File: src/prt_pkg.sv
package prt_pkg;

  // table geometry
  localparam int NUM_SLOTS = 8;
  localparam int IDX_W     = (NUM_SLOTS > 1) ? $clog2(NUM_SLOTS) : 1;
  localparam int CNT_W     = $clog2(NUM_SLOTS + 1);

  // configuration port
  localparam int          CFG_AW          = 3;
  localparam logic [31:0] ACK_TIMEOUT_RST = 32'd5000;
  localparam logic        REG_ACK_TIMEOUT = 1'b0;

  // smallest stored attempt count
  localparam logic [7:0] ATTEMPTS_MIN = 8'd1;

  // poll outcome codes
  localparam logic [1:0] RK_NONE   = 2'd0;
  localparam logic [1:0] RK_RESEND = 2'd1;
  localparam logic [1:0] RK_FAILED = 2'd2;

  typedef enum logic [1:0] {
    OP_INSERT = 2'd0,
    OP_ACK    = 2'd1,
    OP_PEEK   = 2'd2,
    OP_POLL   = 2'd3
  } prt_op_t;

  typedef enum logic {
    ST_IDLE,
    ST_SCAN
  } prt_state_t;

  // one table entry as kept in the slot ram
  typedef struct packed {
    logic [31:0] seq;
    logic [31:0] node;
    logic [7:0]  zone;
    logic [7:0]  action;
    logic [15:0] duration;
    logic [7:0]  attempts;
    logic [31:0] sent;
  } prt_slot_t;

  // latched command: op plus an entry image (sent holds the command time)
  typedef struct packed {
    prt_op_t   op;
    prt_slot_t slot;
  } prt_item_t;

  // shared compare unit flags
  typedef struct packed {
    logic match;
    logic expired;
  } prt_cmp_t;

  typedef struct packed {
    logic        success;
    logic [1:0]  retry_kind;
    logic [31:0] node;
    logic [7:0]  zone;
    logic [7:0]  action;
    logic [15:0] duration;
    logic [7:0]  attempts;
  } prt_res_t;

endpackage

File: src/prt_ram.sv
module prt_ram #(
  parameter int WIDTH = 8,
  parameter int DEPTH = 8,
  parameter int AW    = (DEPTH > 1) ? $clog2(DEPTH) : 1
) (
  input  logic             clk,
  input  logic             wr_en,
  input  logic [AW-1:0]    wr_addr,
  input  logic [WIDTH-1:0] wr_data,
  input  logic [AW-1:0]    rd_addr,
  output logic [WIDTH-1:0] rd_data
);

  logic [WIDTH-1:0] mem [DEPTH];
  logic [WIDTH-1:0] rd_data_r;

  // single write port, registered read
  always_ff @(posedge clk) begin
    if (wr_en) begin
      mem[wr_addr] <= wr_data;
    end
    rd_data_r <= mem[rd_addr];
  end

  assign rd_data = rd_data_r;

endmodule

File: src/prt_cmp.sv
module prt_cmp
  import prt_pkg::*;
(
  input  prt_item_t   item,
  input  prt_slot_t   slot,
  input  logic [31:0] timeout,
  output prt_cmp_t    flags
);

  logic [31:0] age;

  // key compare and wrapping age against the timeout
  always_comb begin
    age           = item.slot.sent - slot.sent;
    flags.match   = (slot.node == item.slot.node) && (slot.seq == item.slot.seq);
    flags.expired = (age >= timeout);
  end

endmodule

File: src/prt_ctrl.sv
module prt_ctrl
  import prt_pkg::*;
(
  input  logic             clk,
  input  logic             rst_n,
  input  logic             start,
  input  prt_item_t        cmd,
  output logic             busy,
  output prt_item_t        item,
  output logic             ram_wr_en,
  output logic [IDX_W-1:0] ram_wr_addr,
  output logic [IDX_W-1:0] ram_rd_addr,
  input  prt_slot_t        ram_rd_data,
  input  prt_cmp_t         flags,
  output logic             res_strobe,
  output prt_res_t         res
);

  prt_state_t           state_r, state_nxt;
  prt_item_t            item_r, item_nxt;
  logic [CNT_W-1:0]     cnt_r, cnt_nxt;
  logic                 chk_vld_r, chk_vld_nxt;
  logic [IDX_W-1:0]     chk_idx_r, chk_idx_nxt;
  logic [NUM_SLOTS-1:0] valid_r, valid_nxt;
  logic                 strobe_r, strobe_nxt;
  prt_res_t             res_r, res_nxt;
  logic                 live;
  logic                 hit;

  // control registers
  always_ff @(posedge clk) begin
    if (!rst_n) begin
      state_r   <= ST_IDLE;
      cnt_r     <= '0;
      chk_vld_r <= 1'b0;
      valid_r   <= '0;
      strobe_r  <= 1'b0;
    end else begin
      state_r   <= state_nxt;
      cnt_r     <= cnt_nxt;
      chk_vld_r <= chk_vld_nxt;
      valid_r   <= valid_nxt;
      strobe_r  <= strobe_nxt;
    end
  end

  // payload registers
  always_ff @(posedge clk) begin
    item_r    <= item_nxt;
    chk_idx_r <= chk_idx_nxt;
    res_r     <= res_nxt;
  end

  // hit test for the slot whose ram data is now on hand
  always_comb begin
    live = valid_r[chk_idx_r];
    case (item_r.op) inside
      OP_INSERT:       hit = !live;
      OP_ACK, OP_PEEK: hit = live && flags.match;
      default:         hit = live && flags.expired;
    endcase
  end

  // sequencer: one slot read per cycle, checked the cycle after
  always_comb begin
    state_nxt   = state_r;
    item_nxt    = item_r;
    cnt_nxt     = cnt_r;
    chk_vld_nxt = 1'b0;
    chk_idx_nxt = chk_idx_r;
    valid_nxt   = valid_r;
    strobe_nxt  = 1'b0;
    res_nxt     = res_r;
    ram_rd_addr = cnt_r[IDX_W-1:0];
    ram_wr_en   = 1'b0;
    ram_wr_addr = chk_idx_r;

    unique case (state_r)
      ST_IDLE: begin
        if (start) begin
          item_nxt = cmd;
          if (cmd.slot.attempts == '0) begin
            item_nxt.slot.attempts = ATTEMPTS_MIN;
          end
          cnt_nxt   = '0;
          state_nxt = ST_SCAN;
        end
      end
      ST_SCAN: begin
        // issue the next slot read
        if (cnt_r < CNT_W'(NUM_SLOTS)) begin
          cnt_nxt     = cnt_r + 1'b1;
          chk_vld_nxt = 1'b1;
          chk_idx_nxt = cnt_r[IDX_W-1:0];
        end
        // finish on a hit or after the last slot
        if (chk_vld_r && (hit || cnt_r == CNT_W'(NUM_SLOTS))) begin
          state_nxt   = ST_IDLE;
          chk_vld_nxt = 1'b0;
          strobe_nxt  = 1'b1;
          res_nxt     = '0;
          if (hit) begin
            unique case (item_r.op)
              OP_INSERT: begin
                res_nxt.success      = 1'b1;
                ram_wr_en            = 1'b1;
                valid_nxt[chk_idx_r] = 1'b1;
              end
              OP_ACK: begin
                res_nxt.success      = 1'b1;
                valid_nxt[chk_idx_r] = 1'b0;
              end
              OP_PEEK: begin
                res_nxt.success = 1'b1;
                res_nxt.zone    = ram_rd_data.zone;
                res_nxt.action  = ram_rd_data.action;
              end
              OP_POLL: begin
                res_nxt.node         = ram_rd_data.node;
                res_nxt.zone         = ram_rd_data.zone;
                res_nxt.action       = ram_rd_data.action;
                res_nxt.duration     = ram_rd_data.duration;
                valid_nxt[chk_idx_r] = 1'b0;
                if (ram_rd_data.attempts > ATTEMPTS_MIN) begin
                  res_nxt.retry_kind = RK_RESEND;
                  res_nxt.attempts   = ram_rd_data.attempts - ATTEMPTS_MIN;
                end else begin
                  res_nxt.retry_kind = RK_FAILED;
                  res_nxt.attempts   = ram_rd_data.attempts;
                end
              end
              default: res_nxt = '0;
            endcase
          end
        end
      end
      default: state_nxt = ST_IDLE;
    endcase
  end

  assign busy       = (state_r == ST_SCAN);
  assign item       = item_r;
  assign res_strobe = strobe_r;
  assign res        = res_r;

endmodule

File: src/pending_command_retry_table.sv
// Pending command retry table.
// Command channel: a command (in_op and its fields) is taken at a rising
// edge where start is high and busy is low. in_op selects insert (store in
// the lowest free slot), ack (free the lowest slot matching node and seq),
// peek (report zone and action of that match) or poll (free the lowest slot
// whose wrapping age now_ms - sent time has reached the ack timeout and
// report resend or failed).
// Result channel: every command gives exactly one result, shown for one
// cycle with out_strobe high. The receiver cannot stall; a result must be
// taken in the cycle it is shown.
// Timing: the sequencer walks the slot ram from slot 0, one slot per cycle,
// a slot's check following in the cycle after its read, and stops at the
// first hit or after the last slot, registering the result. busy drops
// with the result, so a new command can be taken at the edge that ends the
// result cycle.
// Configuration: the ack timeout at APB byte address 0; the user writes it
// only while busy is low, which the block does not enforce. Reset empties
// the table and loads a timeout of 5000 ms; no clearing pass is needed.
module pending_command_retry_table
  import prt_pkg::*;
(
  input  logic              clk,
  input  logic              rst_n,
  // configuration port
  input  logic              psel,
  input  logic              penable,
  input  logic              pwrite,
  input  logic [CFG_AW-1:0] paddr,
  input  logic [31:0]       pwdata,
  output logic [31:0]       prdata,
  output logic              pready,
  // command channel
  input  logic              start,
  output logic              busy,
  input  logic [1:0]        in_op,
  input  logic [31:0]       in_seq,
  input  logic [31:0]       in_node,
  input  logic [7:0]        in_zone,
  input  logic [7:0]        in_action,
  input  logic [15:0]       in_duration,
  input  logic [7:0]        in_attempts,
  input  logic [31:0]       in_now_ms,
  // result channel
  output logic              out_strobe,
  output logic              out_success,
  output logic [1:0]        out_retry_kind,
  output logic [31:0]       out_node,
  output logic [7:0]        out_zone,
  output logic [7:0]        out_action,
  output logic [15:0]       out_duration,
  output logic [7:0]        out_attempts
);

  logic [31:0]      ack_timeout_r;
  prt_item_t        cmd;
  prt_item_t        item;
  logic             ram_wr_en;
  logic [IDX_W-1:0] ram_wr_addr;
  logic [IDX_W-1:0] ram_rd_addr;
  prt_slot_t        ram_rd_data;
  prt_cmp_t         flags;
  prt_res_t         res;

  // register write on the access transfer
  always_ff @(posedge clk) begin
    if (!rst_n) begin
      ack_timeout_r <= ACK_TIMEOUT_RST;
    end else if (psel && penable && pwrite && pready
                 && paddr[CFG_AW-1] == REG_ACK_TIMEOUT) begin
      ack_timeout_r <= pwdata;
    end
  end

  assign pready = 1'b1;
  assign prdata = (paddr[CFG_AW-1] == REG_ACK_TIMEOUT) ? ack_timeout_r : '0;

  // gather the command fields
  always_comb begin
    cmd.op            = prt_op_t'(in_op);
    cmd.slot.seq      = in_seq;
    cmd.slot.node     = in_node;
    cmd.slot.zone     = in_zone;
    cmd.slot.action   = in_action;
    cmd.slot.duration = in_duration;
    cmd.slot.attempts = in_attempts;
    cmd.slot.sent     = in_now_ms;
  end

  prt_ctrl u_ctrl (
    .clk         (clk),
    .rst_n       (rst_n),
    .start       (start),
    .cmd         (cmd),
    .busy        (busy),
    .item        (item),
    .ram_wr_en   (ram_wr_en),
    .ram_wr_addr (ram_wr_addr),
    .ram_rd_addr (ram_rd_addr),
    .ram_rd_data (ram_rd_data),
    .flags       (flags),
    .res_strobe  (out_strobe),
    .res         (res)
  );

  prt_ram #(
    .WIDTH ($bits(prt_slot_t)),
    .DEPTH (NUM_SLOTS)
  ) u_slot_ram (
    .clk     (clk),
    .wr_en   (ram_wr_en),
    .wr_addr (ram_wr_addr),
    .wr_data (item.slot),
    .rd_addr (ram_rd_addr),
    .rd_data (ram_rd_data)
  );

  prt_cmp u_cmp (
    .item    (item),
    .slot    (ram_rd_data),
    .timeout (ack_timeout_r),
    .flags   (flags)
  );

  assign out_success    = res.success;
  assign out_retry_kind = res.retry_kind;
  assign out_node       = res.node;
  assign out_zone       = res.zone;
  assign out_action     = res.action;
  assign out_duration   = res.duration;
  assign out_attempts   = res.attempts;

  // a result only closes a command that was in progress
  a_strobe_after_busy: assert property (@(posedge clk) disable iff (!rst_n)
    out_strobe |-> $past(busy))
    else $error("result without a command in progress");

  // an accepted command keeps the block busy
  a_busy_after_start: assert property (@(posedge clk) disable iff (!rst_n)
    (start && !busy) |=> busy)
    else $error("busy not raised after command transfer");

  // a poll outcome never comes with success set
  a_poll_no_success: assert property (@(posedge clk) disable iff (!rst_n)
    (out_strobe && out_retry_kind != RK_NONE) |-> !out_success)
    else $error("poll outcome with success set");

  // only defined outcome codes leave the block
  a_retry_code: assert property (@(posedge clk) disable iff (!rst_n)
    out_strobe |-> (out_retry_kind == RK_NONE || out_retry_kind == RK_RESEND
                    || out_retry_kind == RK_FAILED))
    else $error("undefined retry code");

endmodule
File: config.mk
export PLATFORM = sky130hd
export DESIGN_NAME = pending_command_retry_table
export DESIGN_NICKNAME = d
export VERILOG_FILES = /design/src/prt_pkg.sv /design/src/prt_ram.sv /design/src/prt_cmp.sv /design/src/prt_ctrl.sv /design/src/pending_command_retry_table.sv
export SDC_FILE = /design/constraint.sdc
export NUM_CORES = 1
export LEC_CHECK = 0
export BUFFER_PORTS_ARGS = -buffer_cell sky130_fd_sc_hd__clkbuf_2
export CAP_MARGIN = 20
export CORE_MARGIN = 2
export CORE_UTILIZATION = 55
export DETAILED_ROUTE_END_ITERATION = 16
export PLACE_DENSITY = 0.73
export SLEW_MARGIN = 20
export SYNTH_ARGS = -nofsm -noshare
export SYNTH_HDL_FRONTEND = slang
export SYNTH_SLANG_ARGS = --single-unit
export TNS_END_PERCENT = 1
File: constraint.sdc
create_clock -name clk -period 22.6 [get_ports clk]
set_input_delay 4.52 -clock clk [delete_from_list [all_inputs] [get_ports clk]]
set_output_delay 4.52 -clock clk [all_outputs]
set_load 0.05 [all_outputs]
==> flow_summary.yaml, run 1 <==
sta:
  worstMarginPinSlew_ns: 1.106
  max-slew-margin-rel_pct: 26.28
  fmax_ghz: 0.1006
  rsz0062_at_grt: "no"
  tns_ns: 0
  slew_viol_final: 0
  hold_viol: 0
  skew_ns: 0.02754
  hold_slack_ns: 0.4649
  final.period_utilization_pct: 43.97
  fin_crit_ns: 9.937
  setup_viol: 0
clock_tree:
  cts_setup_buffers: 0
  htreeDepth: 4
  clock_path_buffers: 3
  clk_latency_ns: 0.74
  clkSinkCount: 1487
  root_buffer: "clkbuf_16"
  cts_buffers: 146
  post_cts_resized: 0
  cts_tree: "built"
  clkTransAtPathRegs_ns: 0.06
  cts_hold_buf: 0
drt:
  wl_per_cell_um: 24.68
  route.detailed.drc: 0
  drt-total-wl_um: 120800
  post_drt_via_cell_ratio: 5.824
  dr_total_vias: 28510
  ant_nets: 0
  dr.pass1.iters: 8
  drt-initial-drc-count: 2946
placed_design:
  numPlacedInstances: 4622
  gp_congestion: 0.8509
  dp_hpwl_um: 66610
  port_buffers: 285
  dpl_cell_area_um2: 59110
yosys:
  synth_cell_types: 68
  synth_area_um2: 56120
  yosysTopAreaCell: "edfxtp_1"
  synth_flop_cell: "edfxtp_1"
  ys_ff_latch: 1487
  syn_nets: 3316
  synth_commonest_cells: "edfxtp_1, nand2_1, mux4_2, dfxtp_1, xnor2_1"
  yosysSeqAreaShare_pct: 76.30
  synthTopCellsByArea: "edfxtp_1, mux4_2, dfxtp_1, nand2_1, ha_1"
  synth-edff-count: 1304
  yosys_warnings: 0
  synth_cells: 3065
  yosysTopAreaCellShare_pct: 69.77
  synth.most_common_cell: "edfxtp_1"
  avgSynthCellArea_um2: 18.31
  async_reset_ff_share_pct: 0
worst_setup_path:
  cp-start-kind: "primary input"
  slowest_stage: "clkbuf_2"
  critical_path.cell_chain: "clkbuf_2 -> nor2_1 -> clkbuf_2"
  r2r-start: "u_ctrl.item[12]"
  cp_max_fo: 34
  worstSetupEndpointType: "primary output"
  arrival_ns: 5.42
  r2r_end: "u_ctrl.res[22]"
  r2r_setup_slack_ns: 15.20
  cp_common_cell: "clkbuf_2"
  crit_required_ns: 18.08
  ff2ff_path_depth: 17
  critPathKind: "primary input to primary output"
  slowest_delay_ns: 0.36
pwr:
  powerDensity_nw_per_um2: 90.70
  ir_drop_v: 0.00005711
  pwr-share-seq_pct: 52.7
  leakage_uw: 0.02239
  p_comb_share_pct: 4.7
  swShare_pct: 20.54
  p_int_uw: 4625
  p_sw_uw: 1195
  p_clk_share_pct: 42.7
cells_and_area:
  drive_above_1_share_pct: 24.10
  final_nets: 3655
  fillers: 6856
  multi_input_comb_area_um2: 12510
  syn_to_final_growth_pct: 14.34
  finalNonFillerCells: 4896
  design_area_um2: 64170
  seqCellArea_um2: 42830
global_routing:
  antenna_found_initial: 4
  grt_pass1_wl_um: 178000
  gr-total-overflow: 0
  first_global_vias: 28700
  grt_use_total_pct: 23.21
  grt_max_degree: 152
floorplan:
  rows: 117
  coreArea_um2: 101400
  die_h_um: 323.4
  io_pins: 289
  die_x_um: 323.4
  dieArea_um2: 104600
  start_util_pct: 55.32
run:
  max-cap-violations: 0
hold_path:
  hp-class: "register to register"
  hold_depth: 1
  hp-start: "u_ctrl.chk_vld_r"
  holdPathEnd: "u_ctrl.chk_vld_r"
outcome:
  outcome: "complete, no violations"
registers in the layout, summed over array words and instances, names as in the netlist, named ones only:
name	count
ack_timeout_r	32
u_ctrl.busy	1
u_ctrl.chk_vld_r	1
u_ctrl.cnt_r	4
u_ctrl.item	138
u_ctrl.ram_wr_addr	3
u_ctrl.res	75
u_ctrl.res_strobe	1
u_slot_ram.mem	1088
u_slot_ram.rd_data	136
critical path: cells and delay by family:
kind	cells	cell delay, ns
simple gates	1	0.23
buf+inv	2	0.66
logic make-up (layout without fill, tap and decap cells):
logic type / count (synthesis) / count (layout) / synth area share [%]
xor gates and xnor gates: 96 / 96 / 1.498
DFF: 1487 / 1487 / 76.30
adders and majority gates: 72 / 72 / 1.619
muxes: 283 / 283 / 11.11
other: 1 / 2 / 0.006682
buffers and inverters: 219 / 681 / 1.558
and+or+nand+nor: 727 / 727 / 5.618
AOI/OAI and AO/OA: 180 / 180 / 2.290
through the flow:
step / utilization, % / total power [uW] / setup slack [ns]
final: 63.25 / 5821 / 12.66
after global routing: 63.25 / 5997 / 12.58
after CTS: 63.21 / 5869 / 12.68
after detailed placement: 58.27 / 3395 / 12.68
after global placement: 58.27 / 3384 / 12.72
after floorplan: - / 3306 / 10.86
placed cells by master (no fill, tap or decap), types with 54 or more instances in the layout:
master / n
dfxtp_1: 180
mux4_2: 272
clkbuf_16: 150
nor2_1: 61
inv_1: 79
edfxtp_1: 1304
ha_1: 69
and3_1: 54
nand2_1: 493
clkbuf_2: 285
xnor2_1: 86
area by class of cell:
type,count,area share [%]
Sequential cell,1487,66.75
Timing Repair Buffer,330,2.812
Antenna cell,1,0.003900
Clock inverter,79,1.474
Inverter,80,0.4719
Tap cell,1368,2.667
Multi-Input combinational cell,1359,19.49
Clock buffer,192,6.329
worst max path at each step:
stage / startpoint / end / slack, ns / cells after the start
after CTS: paddr[2] / prdata[31] / 12.68 / 3
after global placement: paddr[2] / prdata[0] / 12.72 / 3
final: paddr[2] / prdata[31] / 12.66 / 3
after global routing: paddr[2] / prdata[10] / 12.58 / 3
after detailed placement: paddr[2] / prdata[31] / 12.68 / 3
after floorplan: u_ctrl.ram_wr_addr[2] / u_slot_ram.mem[0][0] / 10.86 / 8
power by group through the flow:
stage | Clock, uW | Combinational [uW] | Sequential, uW
4_1_cts | 2530 | 273 | 3070
3_5_place_dp | 0 | 271 | 3120
2_1_floorplan | 0 | 197 | 3110
3_3_place_gp | 0 | 265 | 3120
6_report | 2480 | 271 | 3070
5_1_grt | 2630 | 298 | 3070
layer usage:
metal	track usage, %	wire [um]
met1	31.98	49230
met5	0	40
met3	3.475	8079
met4	7.080	2970
met2	38.70	60490
Power figures use the tool's default switching activity.
==> run 2, diff against run 1 <==
--- a/config.mk
+++ b/config.mk
@@ -10,7 +10,7 @@
 export CORE_MARGIN = 2
 export CORE_UTILIZATION = 55
 export DETAILED_ROUTE_END_ITERATION = 16
-export PLACE_DENSITY = 0.73
+export PLACE_DENSITY = 0.76
 export SLEW_MARGIN = 20
 export SYNTH_ARGS = -nofsm -noshare
 export SYNTH_HDL_FRONTEND = slang
==> constraint.sdc (replaced) <==
create_clock -name clk -period 9.1 [get_ports clk]
set_input_delay 1.82 -clock clk [delete_from_list [all_inputs] [get_ports clk]]
set_output_delay 1.82 -clock clk [all_outputs]
set_load 0.05 [all_outputs]
==> flow_summary.yaml, run 2 (synthesized netlist as in run 1, its figures left out) <==
cells_and_area:
  finalNonFillerCells: 4893
  final_util_pct: 63.11
  largest_register_ffs: 1088
  final_cell_mix: "edfxtp_1, nand2_1, clkbuf_2, mux4_2, dfxtp_1"
  fillers: 6847
  regMostFlops: "u_slot_ram.mem"
  syn_to_final_growth_pct: 14.07
  drive_above_1_share_pct: 23.78
  layout.cells.most_common: "edfxtp_1"
  final_nets: 3654
clock_tree:
  cts_hold_buf: 0
  cts_tree: "built"
  cts_setup_buffers: 0
  clock_path_buffers: 3
  clk_latency_ns: 0.77
  clkSinkCount: 1487
  clkTransAtPathRegs_ns: 0.06
  cts_buffers: 144
  root_buffer: "clkbuf_16"
  htreeDepth: 4
  post_cts_resized: 0
run:
  max-cap-violations: 0
floorplan:
  die_h_um: 323.4
  coreArea_um2: 101400
  rows: 117
  io_pins: 289
  die_x_um: 323.4
  start_util_pct: 55.32
  dieArea_um2: 104600
sta:
  tns_ns: 0
  worstMarginPinSlew_ns: 1.079
  hold_viol: 0
  setup_viol: 0
  max-slew-margin-rel_pct: 28.03
  fin_crit_ns: 6.889
  rsz0062_at_grt: "no"
  skew_ns: 0.03177
  final.period_utilization_pct: 75.70
  slew_viol_final: 0
  hold_slack_ns: 0.4564
  fmax_ghz: 0.1452
placed_design:
  dp_hpwl_um: 66250
  numPlacedInstances: 4625
  port_buffers: 285
  gp_congestion: 0.8020
pwr:
  powerDensity_nw_per_um2: 223.3
  power_uw: 14290
  ir_drop_v: 0.0001990
  leakage_uw: 0.02230
global_routing:
  grt_use_total_pct: 23.36
  grt_pass1_wl_um: 177900
  grt_max_degree: 117
  gr-usage-met2_pct: 38.46
  use_met3_pct: 3.857
  globalRouteMet1Util_pct: 32.11
  gr-total-overflow: 0
  antenna_found_initial: 7
  gr-max-usage-layer: "met2"
  first_global_vias: 28750
hold_path:
  hold_depth: 1
  hp-class: "register to register"
  hp-start: "u_ctrl.chk_vld_r"
outcome:
  outcome: "complete, no violations"
worst_setup_path:
  critPathKind: "register to register"
  worstSetupStartpoint: "u_ctrl.item[12]"
  arrival_ns: 7.30
  critical_path.cell_chain: "ha_1 -> a21o_1 -> a21o_1 -> a2111oi_0 -> a2bb2oi_1 -> nand2_1 -> o311ai_1 -> a21oi_1 -> xor2_1 -> ha_1 -> nand4_1 -> or3_1 -> or4_4 -> o21ai_2 -> a32oi_1 -> nor2_4 -> buf_4"
  crit_cells: 17
  crit_buf_inv: 1
  crit_required_ns: 9.51
  cp-start-kind: "register"
  slowest_stage: "nor2_4"
  cp_max_fo: 22
  ff2ff_path_depth: 17
  worstSetupEndpointType: "register"
  r2r-start: "u_ctrl.item[12]"
  slowest_delay_ns: 0.87
  cp_top_family: "compound AO/OA/AOI/OAI gates"
drt:
  drt-total-wl_um: 120600
  ant_nets: 0
  dr_total_vias: 28520
  drt-initial-drc-count: 2572
  wl_per_cell_um: 24.66
  dr.pass1.iters: 5
  post_drt_via_cell_ratio: 5.828
  route.detailed.drc: 0
[run 2: layer usage]
metal	wire length, um	up-vias
li1	-	12530
met1	50030	14670
met2	59650	1101
met3	7789	211
met4	3134	6
met5	35	-
[run 2: power by group]
group | internal (uW) | switching (uW)
sequential | 7500 | 116
combinational | 304 | 363
clock | 3470 | 2540
[run 2: area by class of cell]
class	instances	area, um^2	share of cell area (%)
timing repair buffer	331	1821	2.844
antenna	1	2.502	0.003909
inverter	80	305.3	0.4769
clock inverter	82	969.7	1.515
multi-input combinational	1359	12520	19.56
sequential	1487	42830	66.90
tap	1368	1712	2.674
clock buffer	185	3859	6.027
[run 2: worst register-to-register path, cell delays in order, from the launching register on]
cell,delay [ns]
edfxtp_1,0.54
ha_1,0.43
a21o_1,0.22
a21o_1,0.18
a2111oi_0,0.39
a2bb2oi_1,0.37
nand2_1,0.19
o311ai_1,0.41
a21oi_1,0.13
xor2_1,0.17
ha_1,0.30
nand4_1,0.12
or3_1,0.43
or4_4,0.54
o21ai_2,0.52
a32oi_1,0.25
nor2_4,0.87
buf_4,0.48
[run 2: path summary, 6_finish.rpt]
kind | endpoint | slack [ns]
hold reg to reg | u_ctrl.chk_vld_r | 0.46
hold / removal | u_ctrl.chk_vld_r | 0.46
setup / recovery | u_ctrl.res[38] | 2.21
setup reg to reg | u_ctrl.res[38] | 2.21
[run 2: through the flow]
stage / instance area [um^2] / setup slack [ns]
floorplan: 56130 / -2.458
CTS: 64020 / 2.299
finish: 64020 / 2.211
global route: 64020 / 1.911
global placement: 59150 / 2.379
detailed placement: 59190 / 2.347
==> run 3, diff against run 2 <==
==> constraint.sdc (replaced) <==
create_clock -name clk -period 5.97 [get_ports clk]
set_input_delay 1.194 -clock clk [delete_from_list [all_inputs] [get_ports clk]]
set_output_delay 1.194 -clock clk [all_outputs]
set_load 0.05 [all_outputs]
==> flow_summary.yaml, run 3 (synthesized netlist as in run 1, its figures left out) <==
floorplan:
  coreArea_um2: 101400
  die_x_um: 323.4
  io_pins: 289
  die_h_um: 323.4
  rows: 117
  dieArea_um2: 104600
  start_util_pct: 55.32
cells_and_area:
  final_nets: 3655
  drive_above_1_share_pct: 23.99
  regMostFlops: "u_slot_ram.mem"
  final_cell_mix: "edfxtp_1, nand2_1, clkbuf_2, mux4_2, dfxtp_1"
  design_area_um2: 64380
  finalNonFillerCells: 4900
  largest_register_ffs: 1088
  fillers: 6798
  layout.cells.most_common: "edfxtp_1"
  syn_to_final_growth_pct: 14.70
sta:
  fmax_ghz: 0.1736
  worstMarginPinSlew_ns: 1.023
  setup_viol: 0
  hold_viol: 0
  skew_ns: 0.03979
  final.period_utilization_pct: 96.46
  max-slew-margin-rel_pct: 31.81
  fin_ws_ns: 0.2112
  slew_viol_final: 0
  hold_slack_ns: 0.4614
  fin_crit_ns: 5.759
worst_setup_path:
  cp-start-kind: "register"
  arrival_ns: 6.20
  critPathKind: "register to register"
  crit_required_ns: 6.41
  cp_max_fo: 21
  worstSetupEndpointType: "register"
global_routing:
  gr-total-overflow: 0
  first_global_vias: 28450
  grt_pass1_wl_um: 176700
  grt_max_degree: 146
  antenna_found_initial: 8
  grt_use_total_pct: 23.24
pwr:
  p_int_uw: 17430
  leakage_uw: 0.02241
  p_comb_share_pct: 4.7
  swShare_pct: 20.83
  p_clk_share_pct: 42.6
  p_sw_uw: 4585
  powerDensity_nw_per_um2: 342.0
  ir_drop_v: 0.0002497
  pwr-share-seq_pct: 52.8
placed_design:
  numPlacedInstances: 4617
  place_ws_ns: 0.2648
  dpl_cell_area_um2: 59320
  gp_congestion: 0.8455
  port_buffers: 285
  dp_hpwl_um: 64080
hold_path:
  hp-class: "register to register"
clock_tree:
  clock_path_buffers: 3
  clkSinkCount: 1487
  clkTransAtPathRegs_ns: 0.06
  htreeDepth: 4
  clk_latency_ns: 0.76
  cts_buffers: 148
  root_buffer: "clkbuf_16"
  cts_hold_buf: 0
  cts_tree: "built"
drt:
  post_drt_via_cell_ratio: 5.805
  drt-total-wl_um: 121800
  dr_total_vias: 28450
  dr.pass1.iters: 5
  route.detailed.drc: 0
  ant_nets: 0
  drt-initial-drc-count: 2776
  wl_per_cell_um: 24.86
run:
  max-cap-violations: 0
outcome:
  outcome: "complete, no violations"
-- run 3: cell count changes in the layout (fill, tap and decap cells not counted), moves of 2 or more --
cell	change
clkinv_2	+4
clkinv_16	-2
clkinv_4	-3
inv_16	-4
clkbuf_8	+3
buf_4	-22
clkbuf_16	+7
inv_6	+6
buf_12	+17
bufinv_16	+2
-- run 3: power by group through the flow --
stage	clock (uW)	sequential (uW)	combinational (uW)
floorplan	0	11800	745
detailed placement	0	11800	1030
global placement	0	11800	1010
finish	9370	11600	1030
global route	9920	11600	1130
CTS	9540	11600	1030
-- run 3: metal layers --
| metal | up-vias | global-route usage, % | routed length [um] |
|---|---|---|---|
| met5 | - | 0 | 30 |
| met4 | 4 | 8.455 | 3591 |
| met3 | 210 | 4.765 | 9103 |
| met2 | 1126 | 37.82 | 59840 |
| met1 | 14600 | 31.40 | 49260 |
| li1 | 12500 | - | - |
-- run 3: cell type report --
class / count / area, um^2 / share of cell area [%]
Inverter: 80 / 305.3 / 0.4742
Sequential cell: 1487 / 42830 / 66.54
Clock buffer: 193 / 4025 / 6.253
Clock inverter: 83 / 915.9 / 1.423
Multi-Input combinational cell: 1359 / 12550 / 19.49
Antenna cell: 2 / 5.005 / 0.007774
Timing Repair Buffer: 328 / 2033 / 3.158
Tap cell: 1368 / 1712 / 2.659
-- run 3: timing repair --
action / CTS / global route
setup endpoints to repair: 0 / 76
gates resized for setup: 0 / 3
buffers inserted: 0 / 2
-- run 3: critical path, stage by stage, from the launching register on --
cell and delay (ns):
edfxtp_1 0.52, ha_1 0.42, a21o_1 0.22, a21o_1 0.18, a2111oi_1 0.51, a2bb2oi_2 0.22, nand2_1 0.13, o311ai_1 0.40
a21oi_1 0.14, xor2_1 0.16, ha_1 0.30, nand4_1 0.12, or3_1 0.41, or4_4 0.54, o21ai_2 0.27, a32oi_1 0.19
nor2_4 0.29, buf_12 0.17, clkbuf_16 0.22
-- run 3: worst paths after layout --
check | startpoint | to | slack, ns | cells past startpoint
setup / recovery | u_ctrl.item[12] | u_ctrl.res[3] | 0.21 | 18
hold / removal | register | register | 0.46 | 2
setup reg to reg | u_ctrl.item[12] | u_ctrl.res[3] | 0.21 | 18
hold reg to reg | register | register | 0.46 | 2
-- run 3: per-stage QoR --
step	total power (uW)	setup TNS (ns)	util, %
global route	22680	-0.01360	63.45
detailed placement	12860	0	58.47
CTS	22180	0	63.34
finish	22010	0	63.46
global placement	12830	0	58.46
floorplan	12510	-2198.80	-
